$ cat src/hdl/ltt_pkg.sv
// Shared constants, codes and types for the timer table.
`timescale 1ns / 1ps
package ltt_pkg;

  localparam int TIMER_SLOTS = 16;
  localparam int SLOT_W      = (TIMER_SLOTS > 1) ? $clog2(TIMER_SLOTS) : 1;
  localparam int CNT_W       = $clog2(TIMER_SLOTS + 1);

  localparam logic [1:0] OP_REG   = 2'd0;
  localparam logic [1:0] OP_UNREG = 2'd1;
  localparam logic [1:0] OP_TICK  = 2'd2;

  localparam logic [2:0] KIND_REGISTERED = 3'd0;
  localparam logic [2:0] KIND_FULL       = 3'd1;
  localparam logic [2:0] KIND_UNREG      = 3'd2;
  localparam logic [2:0] KIND_FIRED      = 3'd3;
  localparam logic [2:0] KIND_IDLE       = 3'd4;

  typedef enum logic [1:0] {
    ST_IDLE,
    ST_SCAN,
    ST_DONE
  } state_t;

  typedef struct packed {
    logic [31:0] ident;
    logic [31:0] period;
    logic [63:0] due_ms;
    logic        repeats;
  } slot_t;

endpackage

$ cat src/hdl/lazy_timer_table_core.sv
// Top level: timer list held in a slot RAM, scanned and compacted in place.
// Register: the slot is written when the word is taken; the result waits for a free port.
// Unregister and tick: armed slots are read one per cycle through the single RAM read port
// unless a stalled result port holds the scan. One item in progress at a time.
// Reset: time 0, empty list, next id 1. Slot RAM is not cleared; only slots
// below the armed count are ever read.
`timescale 1ns / 1ps
module lazy_timer_table_core
  import ltt_pkg::*;
(
  input  logic        clk,
  input  logic        rst_n,
  input  logic        in_tvalid,
  output logic        in_tready,
  input  logic [87:0] in_tdata,  // delay_ms[31:0], periodic[32], target_id[64:33],
                                 // elapsed_ms[80:65], zero[87:81]
  input  logic [1:0]  in_tuser,  // opcode[1:0]
  output logic        out_tvalid,
  input  logic        out_tready,
  output logic [31:0] out_tdata, // timer_id[31:0]
  output logic [2:0]  out_tuser, // kind[2:0]
  output logic        out_tlast
);

  logic [31:0] in_delay;
  logic        in_periodic;
  logic [31:0] in_target;
  logic [15:0] in_elapsed;

  assign in_delay    = in_tdata[31:0];
  assign in_periodic = in_tdata[32];
  assign in_target   = in_tdata[64:33];
  assign in_elapsed  = in_tdata[80:65];

  state_t            state_r, state_nxt;
  logic [1:0]        op_r, op_nxt;
  logic [63:0]       cur_ms_r, cur_ms_nxt;
  logic [CNT_W-1:0]  count_r, count_nxt;
  logic [31:0]       fresh_r, fresh_nxt;
  logic [SLOT_W-1:0] idx_r, idx_nxt;
  logic [CNT_W-1:0]  keep_r, keep_nxt;
  logic [31:0]       target_r, target_nxt;
  logic [2:0]        resp_kind_r, resp_kind_nxt;
  logic [31:0]       resp_id_r, resp_id_nxt;
  logic              pend_valid_r, pend_valid_nxt;
  logic [31:0]       pend_id_r, pend_id_nxt;
  logic              out_valid_r, out_valid_nxt;
  logic [2:0]        out_kind_r, out_kind_nxt;
  logic [31:0]       out_id_r, out_id_nxt;
  logic              out_last_r, out_last_nxt;

  logic              ram_we;
  logic [SLOT_W-1:0] ram_waddr;
  slot_t             ram_wdata;
  logic              ram_re;
  logic [SLOT_W-1:0] ram_raddr;
  logic [$bits(slot_t)-1:0] ram_rdata;
  slot_t             rd_slot;

  logic        out_free;
  logic        is_tick;
  logic        fire;
  logic        remove;
  logic        stall;
  logic [31:0] fresh_inc;
  logic [63:0] rearm_due;

  ltt_ram #(
    .WIDTH ($bits(slot_t)),
    .DEPTH (TIMER_SLOTS)
  ) u_slots (
    .clk   (clk),
    .we    (ram_we),
    .waddr (ram_waddr),
    .wdata (ram_wdata),
    .re    (ram_re),
    .raddr (ram_raddr),
    .rdata (ram_rdata)
  );

  assign rd_slot   = slot_t'(ram_rdata);
  assign out_free  = !out_valid_r || out_tready;
  assign is_tick   = (op_r == OP_TICK);
  assign fresh_inc = fresh_r + 32'd1;
  assign rearm_due = cur_ms_r + {32'd0, rd_slot.period};

  always_comb begin
    fire   = is_tick && (rd_slot.due_ms <= cur_ms_r);
    remove = is_tick ? (fire && !rd_slot.repeats) : (rd_slot.ident == target_r);
    stall  = fire && pend_valid_r && !out_free;
  end

  always_comb begin
    state_nxt      = state_r;
    op_nxt         = op_r;
    cur_ms_nxt     = cur_ms_r;
    count_nxt      = count_r;
    fresh_nxt      = fresh_r;
    idx_nxt        = idx_r;
    keep_nxt       = keep_r;
    target_nxt     = target_r;
    resp_kind_nxt  = resp_kind_r;
    resp_id_nxt    = resp_id_r;
    pend_valid_nxt = pend_valid_r;
    pend_id_nxt    = pend_id_r;
    out_valid_nxt  = out_valid_r && !out_tready;
    out_kind_nxt   = out_kind_r;
    out_id_nxt     = out_id_r;
    out_last_nxt   = out_last_r;
    ram_we         = 1'b0;
    ram_waddr      = count_r[SLOT_W-1:0];
    ram_wdata      = '{ident: fresh_r, period: in_delay,
                       due_ms: cur_ms_r + {32'd0, in_delay}, repeats: in_periodic};
    ram_re         = 1'b0;
    ram_raddr      = '0;
    in_tready      = (state_r == ST_IDLE);

    case (state_r)
      ST_IDLE: begin
        if (in_tvalid) begin
          op_nxt     = in_tuser;
          target_nxt = in_target;
          idx_nxt    = '0;
          keep_nxt   = '0;
          case (in_tuser)
            OP_REG: begin
              state_nxt = ST_DONE;
              if (count_r == CNT_W'(TIMER_SLOTS)) begin
                resp_kind_nxt = KIND_FULL;
                resp_id_nxt   = '0;
              end else begin
                ram_we        = 1'b1;
                resp_kind_nxt = KIND_REGISTERED;
                resp_id_nxt   = fresh_r;
                count_nxt     = count_r + CNT_W'(1);
                fresh_nxt     = (fresh_inc == 32'd0) ? 32'd1 : fresh_inc;
              end
            end
            OP_UNREG: begin
              resp_kind_nxt = KIND_UNREG;
              resp_id_nxt   = '0;
              if (in_target != 32'd0 && count_r != '0) begin
                ram_re    = 1'b1;
                state_nxt = ST_SCAN;
              end else begin
                state_nxt = ST_DONE;
              end
            end
            OP_TICK: begin
              cur_ms_nxt     = cur_ms_r + {48'd0, in_elapsed};
              pend_valid_nxt = 1'b0;
              if (count_r != '0) begin
                ram_re    = 1'b1;
                state_nxt = ST_SCAN;
              end else begin
                state_nxt = ST_DONE;
              end
            end
            default: begin
              state_nxt = ST_IDLE;
            end
          endcase
        end
      end

      ST_SCAN: begin
        if (!stall) begin
          if (fire) begin
            // hold the newest fired id back until we know whether it is the last
            if (pend_valid_r) begin
              out_valid_nxt = 1'b1;
              out_kind_nxt  = KIND_FIRED;
              out_id_nxt    = pend_id_r;
              out_last_nxt  = 1'b0;
            end
            pend_valid_nxt = 1'b1;
            pend_id_nxt    = rd_slot.ident;
          end
          if (!remove) begin
            ram_we    = 1'b1;
            ram_waddr = keep_r[SLOT_W-1:0];
            ram_wdata = rd_slot;
            if (fire) begin
              ram_wdata.due_ms = rearm_due;
            end
            keep_nxt = keep_r + CNT_W'(1);
          end
          if (CNT_W'(idx_r) == count_r - CNT_W'(1)) begin
            count_nxt = remove ? keep_r : keep_r + CNT_W'(1);
            state_nxt = ST_DONE;
          end else begin
            idx_nxt   = idx_r + SLOT_W'(1);
            ram_re    = 1'b1;
            ram_raddr = idx_r + SLOT_W'(1);
          end
        end
      end

      ST_DONE: begin
        if (out_free) begin
          out_valid_nxt = 1'b1;
          out_last_nxt  = 1'b1;
          if (is_tick && pend_valid_r) begin
            out_kind_nxt = KIND_FIRED;
            out_id_nxt   = pend_id_r;
          end else if (is_tick) begin
            out_kind_nxt = KIND_IDLE;
            out_id_nxt   = '0;
          end else begin
            out_kind_nxt = resp_kind_r;
            out_id_nxt   = resp_id_r;
          end
          pend_valid_nxt = 1'b0;
          state_nxt      = ST_IDLE;
        end
      end

      default: begin
        state_nxt = ST_IDLE;
      end
    endcase
  end

  always_ff @(posedge clk) begin
    if (!rst_n) begin
      state_r      <= ST_IDLE;
      cur_ms_r     <= '0;
      count_r      <= '0;
      fresh_r      <= 32'd1;
      pend_valid_r <= 1'b0;
      out_valid_r  <= 1'b0;
    end else begin
      state_r      <= state_nxt;
      cur_ms_r     <= cur_ms_nxt;
      count_r      <= count_nxt;
      fresh_r      <= fresh_nxt;
      pend_valid_r <= pend_valid_nxt;
      out_valid_r  <= out_valid_nxt;
    end
  end

  always_ff @(posedge clk) begin
    op_r        <= op_nxt;
    idx_r       <= idx_nxt;
    keep_r      <= keep_nxt;
    target_r    <= target_nxt;
    resp_kind_r <= resp_kind_nxt;
    resp_id_r   <= resp_id_nxt;
    pend_id_r   <= pend_id_nxt;
    out_kind_r  <= out_kind_nxt;
    out_id_r    <= out_id_nxt;
    out_last_r  <= out_last_nxt;
  end

  assign out_tvalid = out_valid_r;
  assign out_tdata  = out_id_r;
  assign out_tuser  = out_kind_r;
  assign out_tlast  = out_last_r;

endmodule

$ cat src/hdl/ltt_ram.sv
// Generic single-write, single-read RAM with registered read data.
`timescale 1ns / 1ps
module ltt_ram #(
  parameter int WIDTH = 8,
  parameter int DEPTH = 16
) (
  input  logic                                       clk,
  input  logic                                       we,
  input  logic [((DEPTH > 1) ? $clog2(DEPTH) : 1)-1:0] waddr,
  input  logic [WIDTH-1:0]                           wdata,
  input  logic                                       re,
  input  logic [((DEPTH > 1) ? $clog2(DEPTH) : 1)-1:0] raddr,
  output logic [WIDTH-1:0]                           rdata
);

  logic [WIDTH-1:0] mem [DEPTH];
  logic [WIDTH-1:0] rdata_r;

  always_ff @(posedge clk) begin
    if (we) begin
      mem[waddr] <= wdata;
    end
    if (re) begin
      rdata_r <= mem[raddr];
    end
  end

  assign rdata = rdata_r;

endmodule
$ cat config.mk
export PLATFORM = sky130hd
export DESIGN_NAME = lazy_timer_table_core
export DESIGN_NICKNAME = d
export VERILOG_FILES = /design/src/hdl/ltt_pkg.sv /design/src/hdl/lazy_timer_table_core.sv /design/src/hdl/ltt_ram.sv
export SDC_FILE = /design/constraint.sdc
export NUM_CORES = 2
export LEC_CHECK = 0
export BUFFER_PORTS_ARGS = -buffer_cell sky130_fd_sc_hd__buf_4
export CORE_ASPECT_RATIO = 0.75
export CORE_MARGIN = 1.5
export CORE_UTILIZATION = 32
export DETAILED_ROUTE_END_ITERATION = 6
export HOLD_SLACK_MARGIN = 0.05
export SKIP_CTS_REPAIR_TIMING = 1
export SYNTH_ARGS = -nofsm -noshare
export SYNTH_HDL_FRONTEND = slang
export SYNTH_SLANG_ARGS = --single-unit
$ cat constraint.sdc
create_clock -name clk -period 8.7 [get_ports clk]
set_input_delay 0.87 -clock clk [delete_from_list [all_inputs] [get_ports clk]]
set_output_delay 0.87 -clock clk [all_outputs]
set_load 0.01 [all_outputs]
* After elaboration in Yosys (flattened, before gate mapping)
Memory sizes are Yosys's and may differ from the RTL's. A register that Yosys moved wholly into a read port is not among the register bits.
Index checks and enable logic that the tools add are counted.
** Operators by class
- Add/sub/neg operators :: 8
- $lt $le $gt $ge :: 1
- Equality and inequality tests :: 18
- Multiplexer cells :: 83
- Bitwise gates (word level) :: 2
- Reduce and logical (&&, ||, !) cells :: 32
** Operator list (count)
- $mux 129 :: 3
- $mux 32 :: 8
- $add 64x32->64 :: 2
- $pmux 32 s2 :: 2
- $add 64x16->64 :: 1
- $le 64x64->1 :: 1
- $mux 64 :: 1
- $mux 5 :: 8
- $mux 4 :: 9
- $add 32x1->32 const B :: 1
- $eq 32x32->1 :: 1
- $logic_not 32->1 :: 1
- $reduce_bool 32->1 :: 1
- $mux 1 :: 27
- $pmux 5 s2 :: 2
- $mux 3 :: 6
- $ne 2x2->1 const B :: 8
- $mux 2 :: 6
- $pmux 2 s3 :: 2
- $pmux 3 s2 :: 2
- $reduce_and 3->1 :: 4
- $reduce_and 4->1 :: 3
- $reduce_and 6->1 :: 2
- $add 5x1->5 const B :: 2
- 20 further kinds :: 41
** Storage, ports and cells
- Bits in registers :: 251
- Memory bits (writable) :: 2064
- Input bits :: 94
- Output and inout port bits :: 38
- Logic and storage cells :: 161
- Memories :: 1
** Memories
- u_slots.mem :: depth 16, bits a word 129, rd ports 1, clocked after memory_dff 1, write ports 1, line ltt_ram.sv:16 : logic [WIDTH-1:0] mem [DEPTH];

* Depth between registers and ports, before layout
- Word-level depth :: 9
- Gate-level depth with buffers :: 17
- Depth with buffers taken out :: 13

* Modules after synthesis
From an unflattened synthesis, not the netlist that was laid out.
** Second synthesis, totals
- Cell total of the unflattened synthesis :: 5867
- Area, all modules :: 102081.7 µm²
** By module, submodules not included
- ltt_ram :: times used 1, cells an instance 3370, area an instance 81605.8 µm², sequential area each 65853.2 µm²
- lazy_timer_table_core :: times used 1, cells an instance 2497, area an instance 20475.9 µm², sequential area each 6456.2 µm²

* Worst setup path before layout
OpenSTA, ideal clock, no wires.
- Kind :: register -> register
- Start :: register cur_ms_r[50]
- End :: memory u_slots.mem[0][0] (netlist name), enable pin
- Library setup time :: 0.619 ns
- Arrival :: 8.517 ns
- Required time :: 8.081 ns
- Setup slack :: -0.436 ns
- Stages on the path, launching flop included :: 14
- Buffers on the path :: 3
- Period minus slack after synthesis :: 9.136 ns
- Cells stage by stage :: dfxtp_1 > clkbuf_1 > inv_1 > ha_1 > and2_1 > a221o_1 > a22oi_1 > nand3_1 > or4_1 > a41o_1 > buf_2 > clkbuf_1 > o31a_1 > nor2_1
** On the way
- Word-level cells in the longest chain between the ends :: 9
- Elaborated cells on any way between the ends :: 14
- Those cells by class :: order compare (1); mux (9); reduce/logical (4)
** RTL lines
- from (decl) :: line lazy_timer_table_core.sv:37 : logic [63:0] cur_ms_r, cur_ms_nxt;
- from (signal assigned) :: line lazy_timer_table_core.sv:234 : cur_ms_r <= cur_ms_nxt;
- $le 64x64->1 * :: line lazy_timer_table_core.sv:88 : fire = is_tick && (rd_slot.due_ms <= cur_ms_r);
- $logic_and 1x1->1 * :: line lazy_timer_table_core.sv:88
- $logic_and 1x1->1 :: line lazy_timer_table_core.sv:89 : remove = is_tick ? (fire && !rd_slot.repeats) : (rd_slot.ident == target_r);
- $mux 1 :: line lazy_timer_table_core.sv:89
- $mux 1 :: line lazy_timer_table_core.sv:179 : if (!remove) begin
- $mux 1 :: line lazy_timer_table_core.sv:167 : if (!stall) begin
- $pmux 1 s2 :: line lazy_timer_table_core.sv:118 : case (state_r)
- $mux 1 :: line ltt_ram.sv:20 : if (we) begin
- $mux 1 (not written as such) :: line ltt_ram.sv:21 : mem[waddr] <= wdata;
- to (decl) :: line ltt_ram.sv:16
Mark *: on every way between the ends. The rest lies on a longest branch, timed or not.

==> results.sh <==
export IMPL_clock_tree_htree_level_count=4
export IMPL_whs_path_depth=1
export IMPL_r2r_worst_path_cells=13
export IMPL_detail_route_drc_violations=4
export IMPL_syn_nets=7708
export IMPL_share_seq_of_total_power=0.481
export IMPL_ioPinCount=132
export IMPL_routed_via_count=66690
export IMPL_count_of_endpoints_failing_setup_in_the_final_report=0
export IMPL_share_of_cells_above_drive_strength_1=0.1199
export IMPL_totalNegativeSetupSlack_ns=0
export IMPL_globalRouteTotalUtil=0.1756
export IMPL_synthDominantAreaCellType="edfxtp_1"
export IMPL_path_class="flip-flop to flip-flop"
export IMPL_synth_top_area_frac=0.6669
export IMPL_timing_critical_path_arrival_ns=7.00
export IMPL_seqCellArea_sq_mm=0.07231
export IMPL_synthArstFlopShare=0
export IMPL_vias_per_cell=5.572
export IMPL_detailedRoute_firstPassIterationCount=7
export IMPL_worstReg2RegStart="cur_ms_r[62]$_SDFFE_PN0P_"
export IMPL_grt_util_met3=0.02561
export IMPL_critPathRequiredTime_ns=9.39
export IMPL_worst_setup_hold_path_clk_slew_ns=0.07
export IMPL_cell_row_count=182
export IMPL_worstSetupEndpointType="flip-flop"
export IMPL_result_of_the_run="finished, violations left"
export IMPL_power_net_switching_mw=7.962
export IMPL_cts_root_buf="clkbuf_16"
export IMPL_clock_latency_ns=0.92
export IMPL_synth_warning_count=0
export IMPL_overflow=0
export IMPL_rsz0062_at_grt="no"
export IMPL_num_nets_final=7706
export IMPL_remaining_antenna_violation_count=0
export IMPL_timing_clock_skew_ns=0.08641
export IMPL_grt_use_met1=0.2535
export IMPL_clkSinkCount=2443
export IMPL_netlist_instances=7455
export IMPL_max_cap_violations=0
export IMPL_synth_edf_count=2338
export IMPL_final_cell_mix="2338 x edfxtp_1, 686 x a21oi_1, 571 x nand2_1"
export IMPL_syn_mean_instance_area_sq_um=14.12
export IMPL_regToRegSetupSlack_ns=2.39
export IMPL_drv_slew=0
export IMPL_synth_ff_latch_count=2443
export IMPL_hpwl_um=162400
export IMPL_drt_iter0_markers=7381
export IMPL_finalHoldViolCount=0
export IMPL_final_period_minus_worst_setup_slack_ns=6.313
export IMPL_multiInputGateArea_sq_mm=0.03072
export IMPL_crit_fanout=50
export IMPL_yosys_cell_types_count=83
export IMPL_gr_max_usage_layer="met2"
export IMPL_cts_tree="done"
export IMPL_power_report_internal_total_mw=21.13
export IMPL_tightestPinTransition_ns=1.352
export IMPL_pre_cts_slack_ns=2.556
export IMPL_post_synth_instance_area_sq_mm=0.1053
export IMPL_worst_setup_path_start_kind="flip-flop"
export IMPL_wl_um=301900
export IMPL_grt_first_pass_wirelength_um=441200
export IMPL_die_area_sq_mm=0.3325
export IMPL_final_period_utilization=0.7257
export IMPL_gp_congestion=0.8946
export IMPL_layout_commonest_cell="edfxtp_1"
export IMPL_core_area_sq_mm=0.3277
export IMPL_area_contributors_post_synth="edfxtp_1 67%, a21oi_1 3.3%, mux4_2 2.8%, o21ai_0 2.3%, nand2_1 2.0%"
export IMPL_power_combinational_fraction=0.168
export IMPL_clock_path_buffers=4
export IMPL_synth_yosys_seq_area_share=0.6869
export IMPL_groute_layer_met2_usage=0.2719
export IMPL_holdCritPathClass="input pin to flip-flop"
export IMPL_synth_top_flop_cell="edfxtp_1"
export IMPL_floorplan_die_width_um=665.3
export IMPL_fillers=30510
export IMPL_p_leak_nw=36.75
export IMPL_worst_r2r_endpoint="u_slots.mem[12][42]$_DFFE_PP_"
export IMPL_numPortBuffers=124
export IMPL_floorplan_die_height_um=499.7
export IMPL_start_util=0.3213
export IMPL_setup_ws_ns=2.387
export IMPL_avgRoutedWirePerCell_um=25.22
export IMPL_endpoint_of_the_worst_hold_path="target_r[20]$_DFFE_PP_"
export IMPL_power_clock_fraction=0.351
export IMPL_grt_antenna_before_repair=49
export IMPL_timing_slew_headroom=0.09866
export IMPL_vdd_ir_drop_max_uv=192.4
export IMPL_areaGrowthSynthToFinish_pct=12.98
export IMPL_power_density_mw_per_mm2=244.6
export IMPL_grt_pass1_vias=65200
export IMPL_maxClockFrequency_mhz=158.4
export IMPL_violations="design-rule violations"
export IMPL_startpoint_of_the_worst_hold_path="in_tdata[53]"
export IMPL_number_of_buffers_created_by_cts=231
export IMPL_pin_count_of_the_biggest_net_entering_global_routing=150
export IMPL_power_switching_share=0.2736
## area by class of cell
cell class,count,area share
Clock buffer,293,0.05160
Tap cell,4324,0.04549
Sequential cell,2443,0.6080
Clock inverter,117,0.01100
Inverter,108,0.003419
Antenna cell,16,0.0003366
Timing Repair Buffer,276,0.02194
Multi-Input combinational cell,4393,0.2582
## kinds of logic after synthesis
logic type / count (synthesis) / synth area share
multiplexers: 332 / 0.04766
AND/OR/NAND/NOR: 1607 / 0.07495
adder cells (fa/ha/maj): 159 / 0.01911
AO/OA/AOI/OAI: 2091 / 0.1301
flip-flops: 2443 / 0.6869
XOR/XNOR: 204 / 0.01697
buffers and inverters: 619 / 0.02436
## power groups by stage
stage | Combinational (mW) | Clock (mW) | Sequential [mW]
final | 4.89 | 10.2 | 14.0
after global routing | 5.28 | 10.8 | 14.0
after detailed placement | 4.86 | 0 | 14.2
after global placement | 4.78 | 0 | 14.2
after CTS | 4.88 | 10.4 | 14.0
after floorplan | 3.23 | 0 | 14.2
## worst max-delay path by stage
stage	from	endpoint	slack, ns	cells past startpoint
2_1_floorplan	cur_ms_r[50]$_SDFFE_PN0P_	u_slots.mem[0][0]$_DFFE_PP_	-0.44	13
4_1_cts	cur_ms_r[62]$_SDFFE_PN0P_	u_slots.mem[10][42]$_DFFE_PP_	2.52	13
6_report	cur_ms_r[62]$_SDFFE_PN0P_	u_slots.mem[12][42]$_DFFE_PP_	2.39	13
5_1_grt	cur_ms_r[62]$_SDFFE_PN0P_	u_slots.mem[12][42]$_DFFE_PP_	1.99	13
3_5_place_dp	cur_ms_r[62]$_SDFFE_PN0P_	u_slots.mem[4][42]$_DFFE_PP_	2.56	13
3_3_place_gp	cur_ms_r[62]$_SDFFE_PN0P_	u_slots.mem[12][42]$_DFFE_PP_	2.63	13
## registers in the layout (all words and copies together), names as in the netlist
| signal | flops |
|---|---|
| keep_r | 5 |
| pend_valid_r | 1 |
| u_slots.rdata | 129 |
| count_r | 5 |
| cur_ms_r | 64 |
| resp_kind_r | 2 |
| out_tvalid | 1 |
| resp_id_r | 32 |
| out_tuser | 3 |
| pend_id_r | 32 |
| out_tlast | 1 |
| target_r | 32 |
| fresh_r | 32 |
| out_tdata | 32 |
| u_slots.mem | 2064 |
| op_r | 2 |
| idx_r | 4 |
| state_r | 2 |
## stage by stage
stage / cell area (sq um) / util / instances / hold WS (ns) / total power, mW
2_1_floorplan: 105300 / - / 7455 / 0.4649 / 17.44
3_3_place_gp: 111400 / 0.3401 / 11540 / 0.4890 / 18.99
3_5_place_dp: 111400 / 0.3401 / 11540 / 0.5048 / 19.10
4_1_cts: 118900 / 0.3628 / 11950 / 0.09638 / 29.24
5_1_grt: 118900 / 0.3630 / 11970 / 0.1085 / 30.11
6_report: 118900 / 0.3630 / 11970 / 0.1428 / 29.10
## cell usage after synthesis, types with 15 or more instances
cell type     n
o21a_1      151
nand4_1      64
nor4_1       26
a21oi_1     687
buf_4        21
xnor2_1     151
buf_1        23
nor3b_1     134
mux4_2      129
a211oi_1    279
buf_2        70
nor3_1       53
xor2_1       53
a21o_1       40
nand2_1     571
clkbuf_1    387
inv_1       105
nand2b_1     22
a221oi_2     80
a22o_1       32
o211ai_1     15
o21ai_0     485
edfxtp_1   2338
a31oi_1      33
nor2_1      380
and3_1       25
dfxtp_1     105
mux2i_1     139
a221oi_1     53
ha_1        156
and2_1       51
nor2b_1      16
or3_1        27
nand3b_1    134
mux2_2       64
nand3_1      77
o32ai_1     131
## critical path, stage by stage (launching register included)
cell	delay (ns)
dfxtp_1	0.47
inv_1	0.08
ha_1	0.32
nand4_1	0.31
nor4_2	1.02
nand3_1	0.16
a31oi_1	0.32
or4_1	0.38
a41o_4	0.75
buf_4	0.60
and2_1	0.75
a211oi_1	0.10
a311oi_1	0.53
buf_4	0.30
## layer usage
layer / routed length, um / vias to the layer above
met5: 62 / -
met4: 8598 / 8
met3: 23770 / 477
met2: 135900 / 2977
met1: 133600 / 34180
li1: - / 29050
Power figures use the tool's default switching activity.
